[src/sv/rlb_pkg.sv]
package rlb_pkg;

    localparam int CHAN_W  = 8;
    localparam int ALPHA_W = 9;
    localparam int NCHAN   = 3;
    localparam int IDX_W   = 2;
    localparam int DATA_W  = 9;

    localparam logic [CHAN_W-1:0]  CHAN_MAX  = 8'd255;
    localparam logic [ALPHA_W-1:0] ALPHA_ONE = 9'd256;

    // register indexes of the configuration port
    localparam logic [IDX_W-1:0] REG_BLEND_MODE = 2'd0;
    localparam logic [IDX_W-1:0] REG_OPACITY    = 2'd1;

    typedef enum logic [1:0] {
        MODE_NORMAL   = 2'd0,
        MODE_ADD      = 2'd1,
        MODE_MULTIPLY = 2'd2,
        MODE_SCREEN   = 2'd3
    } blend_mode_t;

    typedef logic [NCHAN-1:0][CHAN_W-1:0] pix_t;

    typedef struct packed {
        blend_mode_t         mode;
        logic [ALPHA_W-1:0]  alpha;
    } cfg_t;

    // blend value handed from the blend stages to the mix stages
    typedef struct packed {
        logic valid;
        pix_t bottom;
        pix_t blend;
    } mid_t;

    // floor(x / 255) for x up to 255*255
    function automatic logic [CHAN_W-1:0] div255(input logic [2*CHAN_W-1:0] x);
        logic [2*CHAN_W:0] t;
        t = {1'b0, x} + {9'd0, x[2*CHAN_W-1:CHAN_W]} + 17'd1;
        return t[2*CHAN_W-1:CHAN_W];
    endfunction

endpackage

[src/sv/rlb_ifs.sv]
interface rlb_in_if;
    logic       valid;
    logic       ready;
    logic [7:0] bottom_red;
    logic [7:0] bottom_green;
    logic [7:0] bottom_blue;
    logic [7:0] top_red;
    logic [7:0] top_green;
    logic [7:0] top_blue;

    modport source (
        output valid, bottom_red, bottom_green, bottom_blue, top_red, top_green, top_blue,
        input  ready
    );
    modport sink (
        input  valid, bottom_red, bottom_green, bottom_blue, top_red, top_green, top_blue,
        output ready
    );
endinterface

interface rlb_out_if;
    logic       valid;
    logic       ready;
    logic [7:0] out_red;
    logic [7:0] out_green;
    logic [7:0] out_blue;

    modport source (output valid, out_red, out_green, out_blue, input ready);
    modport sink (input valid, out_red, out_green, out_blue, output ready);
endinterface

interface rlb_cfg_if;
    logic       valid;
    logic       ready;
    logic [1:0] index;
    logic [8:0] data;

    modport source (output valid, index, data, input ready);
    modport sink (input valid, index, data, output ready);
endinterface

[src/sv/rlb_cfg_regs.sv]
module rlb_cfg_regs (
    input  logic           clk,
    input  logic           rst_n,
    rlb_cfg_if.sink        cfg,
    output rlb_pkg::cfg_t  cfg_state
);
    import rlb_pkg::*;

    blend_mode_t        mode_reg, mode_next;
    logic [ALPHA_W-1:0] alpha_reg, alpha_next;

    assign cfg.ready = 1'b1;

    always_comb
    begin
        mode_next  = mode_reg;
        alpha_next = alpha_reg;
        if (cfg.valid)
        begin
            unique case (cfg.index)
                REG_BLEND_MODE: mode_next = blend_mode_t'(cfg.data[1:0]);
                // opacity above one is held as fully opaque
                REG_OPACITY:    alpha_next = (cfg.data > ALPHA_ONE) ? ALPHA_ONE : cfg.data;
                default:        ;
            endcase
        end
    end

    always_ff @(posedge clk or negedge rst_n)
    begin
        if (!rst_n)
        begin
            mode_reg  <= MODE_NORMAL;
            alpha_reg <= ALPHA_ONE;
        end
        else
        begin
            mode_reg  <= mode_next;
            alpha_reg <= alpha_next;
        end
    end

    assign cfg_state.mode  = mode_reg;
    assign cfg_state.alpha = alpha_reg;

    a_alpha_range: assert property (@(posedge clk) disable iff (!rst_n)
        alpha_reg <= ALPHA_ONE)
        else $error("opacity weight above one");

endmodule

[src/sv/rlb_blend.sv]
module rlb_blend (
    input  logic           clk,
    input  logic           rst_n,
    input  rlb_pkg::cfg_t  cfg_state,
    rlb_in_if.sink         pix_in,
    output rlb_pkg::mid_t  mid,
    input  logic           mid_ready
);
    import rlb_pkg::*;

    // stage 1: raw product and sum
    logic                  v1_reg;
    pix_t                  b1_reg, t1_reg;
    logic [NCHAN-1:0][2*CHAN_W-1:0] prod1_reg, prod1_next;
    logic [NCHAN-1:0][CHAN_W:0]     sum1_reg, sum1_next;
    pix_t                  b_in, t_in;

    // stage 2: blend value
    logic                  v2_reg;
    pix_t                  b2_reg, x2_reg, x2_next;

    logic adv1, adv2;

    assign adv2 = !v2_reg || mid_ready;
    assign adv1 = !v1_reg || adv2;
    assign pix_in.ready = adv1;

    assign b_in = {pix_in.bottom_blue, pix_in.bottom_green, pix_in.bottom_red};
    assign t_in = {pix_in.top_blue, pix_in.top_green, pix_in.top_red};

    always_comb
    begin
        for (int c = 0; c < NCHAN; c++)
        begin
            sum1_next[c] = {1'b0, b_in[c]} + {1'b0, t_in[c]};
            // screen works on the complements, 255-v is ~v
            if (cfg_state.mode == MODE_SCREEN)
                prod1_next[c] = {{CHAN_W{1'b0}}, ~b_in[c]} * {{CHAN_W{1'b0}}, ~t_in[c]};
            else
                prod1_next[c] = 16'(b_in[c]) * 16'(t_in[c]);
        end
    end

    always_comb
    begin
        for (int c = 0; c < NCHAN; c++)
        begin
            unique case (cfg_state.mode)
                MODE_NORMAL:   x2_next[c] = t1_reg[c];
                MODE_ADD:      x2_next[c] = sum1_reg[c][CHAN_W] ? CHAN_MAX
                                                                : sum1_reg[c][CHAN_W-1:0];
                MODE_MULTIPLY: x2_next[c] = div255(prod1_reg[c]);
                MODE_SCREEN:   x2_next[c] = ~div255(prod1_reg[c]);
                default:       x2_next[c] = t1_reg[c];
            endcase
        end
    end

    always_ff @(posedge clk or negedge rst_n)
    begin
        if (!rst_n)
        begin
            v1_reg <= 1'b0;
            v2_reg <= 1'b0;
        end
        else
        begin
            if (adv1)
                v1_reg <= pix_in.valid;
            if (adv2)
                v2_reg <= v1_reg;
        end
    end

    always_ff @(posedge clk)
    begin
        if (adv1)
        begin
            b1_reg    <= b_in;
            t1_reg    <= t_in;
            prod1_reg <= prod1_next;
            sum1_reg  <= sum1_next;
        end
        if (adv2)
        begin
            b2_reg <= b1_reg;
            x2_reg <= x2_next;
        end
    end

    assign mid.valid  = v2_reg;
    assign mid.bottom = b2_reg;
    assign mid.blend  = x2_reg;

    a_hold: assert property (@(posedge clk) disable iff (!rst_n)
        (v2_reg && !mid_ready) |=> (v2_reg && $stable(x2_reg) && $stable(b2_reg)))
        else $error("blend stage lost a stalled item");

    a_normal: assert property (@(posedge clk) disable iff (!rst_n)
        (v1_reg && adv2 && cfg_state.mode == MODE_NORMAL) |=> (x2_reg == $past(t1_reg)))
        else $error("normal mode does not pass the top pixel");

    a_add: assert property (@(posedge clk) disable iff (!rst_n)
        (v1_reg && adv2 && cfg_state.mode == MODE_ADD) |=>
        (x2_reg[0] >= $past(b1_reg[0]) && x2_reg[0] >= $past(t1_reg[0])))
        else $error("add mode result below an operand");

endmodule

[src/sv/rlb_mix.sv]
module rlb_mix (
    input  logic           clk,
    input  logic           rst_n,
    input  rlb_pkg::cfg_t  cfg_state,
    input  rlb_pkg::mid_t  mid,
    output logic           mid_ready,
    rlb_out_if.source      pix_out
);
    import rlb_pkg::*;

    // stage 3: weighted products
    logic                           v3_reg;
    logic [NCHAN-1:0][2*CHAN_W-1:0] pb3_reg, px3_reg, pb3_next, px3_next;
    logic [ALPHA_W-1:0]             inv_alpha;
    logic [NCHAN-1:0][2*CHAN_W:0]   pb_full, px_full;

    // stage 4: output register
    logic                           v4_reg;
    pix_t                           o4_reg, o4_next;
    logic [NCHAN-1:0][2*CHAN_W:0]   mix_sum;

    logic adv3, adv4;

    assign adv4 = !v4_reg || pix_out.ready;
    assign adv3 = !v3_reg || adv4;
    assign mid_ready = adv3;

    assign inv_alpha = ALPHA_ONE - cfg_state.alpha;

    always_comb
    begin
        for (int c = 0; c < NCHAN; c++)
        begin
            pb_full[c]  = 17'(mid.bottom[c]) * 17'(inv_alpha);
            px_full[c]  = 17'(mid.blend[c]) * 17'(cfg_state.alpha);
            // each product stays within 255*256
            pb3_next[c] = pb_full[c][2*CHAN_W-1:0];
            px3_next[c] = px_full[c][2*CHAN_W-1:0];
        end
    end

    always_comb
    begin
        for (int c = 0; c < NCHAN; c++)
        begin
            mix_sum[c] = {1'b0, pb3_reg[c]} + {1'b0, px3_reg[c]};
            o4_next[c] = mix_sum[c][2*CHAN_W-1:CHAN_W];
        end
    end

    always_ff @(posedge clk or negedge rst_n)
    begin
        if (!rst_n)
        begin
            v3_reg <= 1'b0;
            v4_reg <= 1'b0;
        end
        else
        begin
            if (adv3)
                v3_reg <= mid.valid;
            if (adv4)
                v4_reg <= v3_reg;
        end
    end

    always_ff @(posedge clk)
    begin
        if (adv3)
        begin
            pb3_reg <= pb3_next;
            px3_reg <= px3_next;
        end
        if (adv4)
            o4_reg <= o4_next;
    end

    assign pix_out.valid     = v4_reg;
    assign pix_out.out_red   = o4_reg[0];
    assign pix_out.out_green = o4_reg[1];
    assign pix_out.out_blue  = o4_reg[2];

    a_hold: assert property (@(posedge clk) disable iff (!rst_n)
        (v3_reg && !adv4) |=> (v3_reg && $stable(pb3_reg) && $stable(px3_reg)))
        else $error("mix stage lost a stalled item");

    a_opaque: assert property (@(posedge clk) disable iff (!rst_n)
        (mid.valid && adv3 && cfg_state.alpha == ALPHA_ONE) |=> (pb3_reg[0] == 16'd0))
        else $error("bottom weight not zero at full opacity");

endmodule

[src/sv/rgb_layer_blend.sv]
// channel   | dir | handshake       | payload
// ----------+-----+-----------------+------------------------------------------
// pix_in    | in  | valid / ready   | bottom_red/green/blue, top_red/green/blue
// pix_out   | out | valid / ready   | out_red, out_green, out_blue
// cfg       | in  | valid / ready   | index (0 blend_mode, 1 opacity), data
//
// four register stages: product/sum, divide by 255 and mode select, weighted
//   products, final add and output register; one item per clock while pix_out is ready
// every stage holds its own valid bit and advances when empty or when the next one moves
// an item waiting at the output does not block intake while earlier stages have room
// reset clears the valid bits and sets blend_mode to normal, opacity to fully opaque
// cfg is always ready; opacity above one is stored as fully opaque
module rgb_layer_blend (
    input  logic       clk,
    input  logic       rst_n,
    rlb_in_if.sink     pix_in,
    rlb_out_if.source  pix_out,
    rlb_cfg_if.sink    cfg
);
    import rlb_pkg::*;

    // mode and clamped opacity shared by the blend and mix halves
    cfg_t cfg_state;
    // blend value and bottom pixel between the blend and mix halves
    mid_t mid;
    logic mid_ready;

    rlb_cfg_regs u_cfg (
        .clk       (clk),
        .rst_n     (rst_n),
        .cfg       (cfg),
        .cfg_state (cfg_state)
    );

    // stages one and two: per channel blend value under the mode
    rlb_blend u_blend (
        .clk       (clk),
        .rst_n     (rst_n),
        .cfg_state (cfg_state),
        .pix_in    (pix_in),
        .mid       (mid),
        .mid_ready (mid_ready)
    );

    // stages three and four: (bottom*(256-a) + blend*a) >> 8
    rlb_mix u_mix (
        .clk       (clk),
        .rst_n     (rst_n),
        .cfg_state (cfg_state),
        .mid       (mid),
        .mid_ready (mid_ready),
        .pix_out   (pix_out)
    );

endmodule

[src/flat_wrapper.sv]
// flat-port wrapper written by rule: the top's interface ports become plain ports
module rgb_layer_blend_flat import rlb_pkg::*;
  (clk, rst_n, pix_in_valid, pix_in_bottom_red, pix_in_bottom_green, pix_in_bottom_blue, pix_in_top_red, pix_in_top_green, pix_in_top_blue, pix_in_ready, pix_out_valid, pix_out_out_red, pix_out_out_green, pix_out_out_blue, pix_out_ready, cfg_valid, cfg_index, cfg_data, cfg_ready);
  rlb_in_if pix_in_i ();
  rlb_out_if pix_out_i ();
  rlb_cfg_if cfg_i ();
  input  logic clk;
  input  logic rst_n;
  input wire logic [$bits(pix_in_i.valid)-1:0] pix_in_valid;
  input wire logic [$bits(pix_in_i.bottom_red)-1:0] pix_in_bottom_red;
  input wire logic [$bits(pix_in_i.bottom_green)-1:0] pix_in_bottom_green;
  input wire logic [$bits(pix_in_i.bottom_blue)-1:0] pix_in_bottom_blue;
  input wire logic [$bits(pix_in_i.top_red)-1:0] pix_in_top_red;
  input wire logic [$bits(pix_in_i.top_green)-1:0] pix_in_top_green;
  input wire logic [$bits(pix_in_i.top_blue)-1:0] pix_in_top_blue;
  output wire logic [$bits(pix_in_i.ready)-1:0] pix_in_ready;
  output wire logic [$bits(pix_out_i.valid)-1:0] pix_out_valid;
  output wire logic [$bits(pix_out_i.out_red)-1:0] pix_out_out_red;
  output wire logic [$bits(pix_out_i.out_green)-1:0] pix_out_out_green;
  output wire logic [$bits(pix_out_i.out_blue)-1:0] pix_out_out_blue;
  input wire logic [$bits(pix_out_i.ready)-1:0] pix_out_ready;
  input wire logic [$bits(cfg_i.valid)-1:0] cfg_valid;
  input wire logic [$bits(cfg_i.index)-1:0] cfg_index;
  input wire logic [$bits(cfg_i.data)-1:0] cfg_data;
  output wire logic [$bits(cfg_i.ready)-1:0] cfg_ready;
  assign pix_in_i.valid = pix_in_valid;
  assign pix_in_i.bottom_red = pix_in_bottom_red;
  assign pix_in_i.bottom_green = pix_in_bottom_green;
  assign pix_in_i.bottom_blue = pix_in_bottom_blue;
  assign pix_in_i.top_red = pix_in_top_red;
  assign pix_in_i.top_green = pix_in_top_green;
  assign pix_in_i.top_blue = pix_in_top_blue;
  assign pix_in_ready = pix_in_i.ready;
  assign pix_out_valid = pix_out_i.valid;
  assign pix_out_out_red = pix_out_i.out_red;
  assign pix_out_out_green = pix_out_i.out_green;
  assign pix_out_out_blue = pix_out_i.out_blue;
  assign pix_out_i.ready = pix_out_ready;
  assign cfg_i.valid = cfg_valid;
  assign cfg_i.index = cfg_index;
  assign cfg_i.data = cfg_data;
  assign cfg_ready = cfg_i.ready;
  rgb_layer_blend u_core (.clk(clk), .rst_n(rst_n), .pix_in(pix_in_i), .pix_out(pix_out_i), .cfg(cfg_i));
endmodule
[config.mk]
export PLATFORM = sky130hd
export DESIGN_NAME = rgb_layer_blend_flat
export DESIGN_NICKNAME = d
export VERILOG_FILES = /design/src/sv/rlb_pkg.sv /design/src/sv/rlb_ifs.sv /design/src/sv/rlb_cfg_regs.sv /design/src/sv/rlb_blend.sv /design/src/sv/rlb_mix.sv /design/src/sv/rgb_layer_blend.sv /design/src/flat_wrapper.sv
export SDC_FILE = /design/constraint.sdc
export NUM_CORES = 2
export LEC_CHECK = 0
export ABC_AREA = 1
export BUFFER_PORTS_ARGS = -buffer_cell sky130_fd_sc_hd__buf_4
export CORE_AREA = 2 2 269 271
export DETAILED_ROUTE_END_ITERATION = 12
export DIE_AREA = 0 0 271 273
export PLACE_DENSITY = 0.76
export SLEW_MARGIN = 20
export SYNTH_ARGS = -nofsm -noshare
export SYNTH_HDL_FRONTEND = slang
export SYNTH_SLANG_ARGS = --single-unit
export TNS_END_PERCENT = 1
[constraint.sdc]
create_clock -name clk -period 10 [get_ports clk]
set_input_delay 1.5 -clock clk [delete_from_list [all_inputs] [get_ports clk]]
set_output_delay 1.5 -clock clk [all_outputs]
set_load 0.03 [all_outputs]
==> flow_summary.json <==
{
  "crit_fanout": 26,
  "numCtsBuffers": 37,
  "met1_usage_pct": 38.1,
  "crit_path_top_delay_cell": "dfrtp_1",
  "yosysMostFrequentCell": "inv_1",
  "synth_nets": 6377,
  "dp_hpwl_um": 79300,
  "fin_nets": 6387,
  "wl_per_cell_um": 15.8,
  "final_max_slew_viol_count": 0,
  "hold_viol_final": 0,
  "final_cells": 6297,
  "p_total_uw": 16100,
  "p_seq_share_pct": 17.9,
  "finalWirelength_um": 99500,
  "max_freq_mhz": 162,
  "nFillCells": 6132,
  "grtUsageMet2_pct": 46.6,
  "vdd_drop_max_mv": 0.329,
  "r2r_slack_ps": 3830,
  "drt_iter0_drc": 2558,
  "async_flop_share_pct": 4.90,
  "antenna_found_initial": 1,
  "seqCellArea_sq_um": 9120,
  "grt_overflow": 0,
  "synthTopCellsByArea": "fa_1 22%, edfxtp_1 21%, ha_1 16%",
  "vias": 33300,
  "drc_errors": 0,
  "viasPerCell": 5.28,
  "row_count": 98,
  "synthMuxAreaShare_pct": 0.0711,
  "yosys-top-cells-count": "1361 x inv_1, 1247 x nand2_1, 538 x ha_1",
  "worstPathCellList": "inv_1 > ha_1 > nand3_2 > inv_1 > nand2_1 > o21ai_0 > nand2_1 > inv_1 > nand2_1 > fa_1 > inv_1 > fa_1 > fa_1 > inv_1 > fa_1 > inv_1 > ha_1 > a21oi_1 > o21ai_0 > a21oi_1 > nor2_1 > nor2_1 > xor2_1",
  "drv_cap": 0,
  "p_leak_uw": 0.0256,
  "grt_max_degree": 71,
  "worstSkewPairLatency_ps": 550,
  "p_per_area_nw_per_um2": 359,
  "place_inst": 6231,
  "worstSetupEndpointType": "flip-flop",
  "rsz0062_at_grt": "no",
  "path_clk_slew_ps": 70,
  "critPathTopFamily": "adder cells",
  "fin_skew_ps": 19.0,
  "cts_tree": "built",
  "ys_ff_latch": 306,
  "core_sq_um": 71000,
  "power.share.combinational_pct": 73.5,
  "synth_warnings": 0,
  "globalRouteMet3Util_pct": 2.94,
  "cp.required_ps": 10300,
  "timing.critical_path.buf_inv": 6,
  "grt_pass1_vias": 33400,
  "p_int_uw": 7790,
  "crit_top_cell": "inv_1",
  "p_sw_share_pct": 51.7,
  "cp.arrival_ps": 6470,
  "clk_path_buf_depth": 3,
  "multiInputGateArea_sq_um": 27400,
  "synth_top_area_share_pct": 22.0,
  "cts_max_level": 2,
  "synthCells": 5310,
  "cts_root_buf": "clkbuf_16",
  "port_buffers": 89,
  "synth_compound_area_share_pct": 5.22,
  "ctsResizeCount": 0,
  "yosys.area.top_type": "fa_1",
  "synth_flop_cell": "edfxtp_1",
  "yosysSeqAreaShare_pct": 21.6,
  "setup.worst_path.start_class": "flip-flop",
  "syn_to_final_growth_pct": 6.33,
  "maxSlewHeadroom_pct": 25.0,
  "hp-class": "reg -> reg",
  "antenna_left": 0,
  "synthAdderAreaFrac_pct": 38.0,
  "post_cts_buffers": 0,
  "worst_slew_pin_slew_ps": 1120,
  "synth_area_sq_um": 42200,
  "drtPass1Iterations": 6,
  "setup-tns-final_ps": 0,
  "die_width_um": 271,
  "io_pins": 91,
  "die_h_um": 273,
  "grt_pass1_wl_um": 166000,
  "drive_above_1_share_pct": 3.78,
  "critical_path_class": "reg -> reg",
  "slowest_delay_ps": 950,
  "synthSimpleGateAreaFrac_pct": 18.7,
  "synth_top_family_by_area": "adder cells",
  "setup_violations": 0,
  "cts.sinks": 306,
  "gp_congestion": 0.920,
  "synth.avg_cell_area_sq_um": 7.96,
  "antennaDiodeCount": 0,
  "p_sw_uw": 8340,
  "synthXorXnorAreaFrac_pct": 2.91,
  "clkPwrFrac_pct": 8.7,
  "status": "completed",
  "start_util_pct": 59.5,
  "synth_edf_count": 291,
  "finalCriticalPeriod_ps": 6170,
  "groute.usage.overall_pct": 27.7,
  "cts_hold_buf": 0,
  "period_share_pct": 61.7,
  "top_usage_layer": "met2",
  "synth_cell_type_count": 48,
  "die_area_sq_um": 74000
}
[final timing paths]
path | from | end | cells past startpoint
max | u_core.u_cfg.alpha_reg[1] | u_core.u_mix.pb3_reg[28] | 23
min | u_core.u_blend.b1_reg[16] | u_core.u_blend.mid[40] | 0
max reg2reg | u_core.u_cfg.alpha_reg[1] | u_core.u_mix.pb3_reg[28] | 23
min reg2reg | u_core.u_blend.b1_reg[16] | u_core.u_blend.mid[40] | 0
max in group asynchronous | rst_n | u_core.u_cfg.alpha_reg[8] | 1
min in group asynchronous | rst_n | u_core.u_mix.v3_reg | 1
[final cells by class]
cell class / instances / area share [%]
Clock inverter: 26 / 0.646
Tap cell: 950 / 2.65
Sequential cell: 306 / 20.3
Inverter: 1369 / 11.5
Multi-Input combinational cell: 3501 / 61.1
Clock buffer: 40 / 2.13
Timing Repair Buffer: 105 / 1.75
[cell families (layout without fill, tap and decap cells)]
kind of cell,after synthesis,in the layout
other cells,1,1
compound gates,409,409
xor+xnor,135,135
simple gates,1950,1950
fa+ha+maj,1003,1003
buf+inv,1503,1540
mux,3,3
flops,306,306
[cells in the final DEF, fill, tap and decap left out, drive strengths merged]
cell type	n
clkinv	21
nand3	218
a211oi	3
fa	465
nand4	48
clkinvlp	2
a21oi	182
o22ai	5
o2111ai	5
conb	1
ha	538
nand2b	1
bufinv	5
a31oi	11
a21boi	8
clkbuf	40
inv	1367
o21a	11
edfxtp	291
o41ai	1
dfstp	1
xor2	94
and2	2
a21o	7
o21bai	10
nand2	1247
o31ai	2
buf	105
or2	6
o21ai	159
nand3b	13
nor2	371
xnor2	41
mux2i	3
o221ai	1
nor3	44
o211ai	4
dfrtp	14
[per-stage QoR]
step / setup WS, ps / instance area [sq um] / util [%] / hold slack, ps
2_1_floorplan: 1370 / 42200 / - / 400
3_3_place_gp: 4040 / 43700 / 61.5 / 402
3_5_place_dp: 3850 / 43700 / 61.5 / 405
4_1_cts: 3820 / 44900 / 63.3 / 404
5_1_grt: 3380 / 44900 / 63.3 / 414
6_report: 3830 / 44900 / 63.3 / 405
[routing by layer]
metal	routed length, um	up-vias
met4	2660	2
met5	10	-
met2	47200	967
met1	43900	15900
met3	5780	173
li1	-	16200
[worst reg2reg max path: cells and delay by family, from the launching register on]
family	cells	cell delay [ps]
AND/OR/NAND/NOR	6	1180
adder cells (fa/ha/maj)	6	2400
AO/OA/AOI/OAI	4	590
XOR/XNOR	1	80
flip-flops	1	950
buffers and inverters	6	730
[power by group through the flow]
stage               clock network [uW]  logic (uW)  registers [uW]
floorplan                            0        9030            2730
global placement                     0       11500            2890
finish                            1400       11900            2880
CTS                               1430       11800            2880
global route                      1470       13700            2930
detailed placement                   0       11800            2900
No activity file was read; power rests on OpenSTA's default activity.
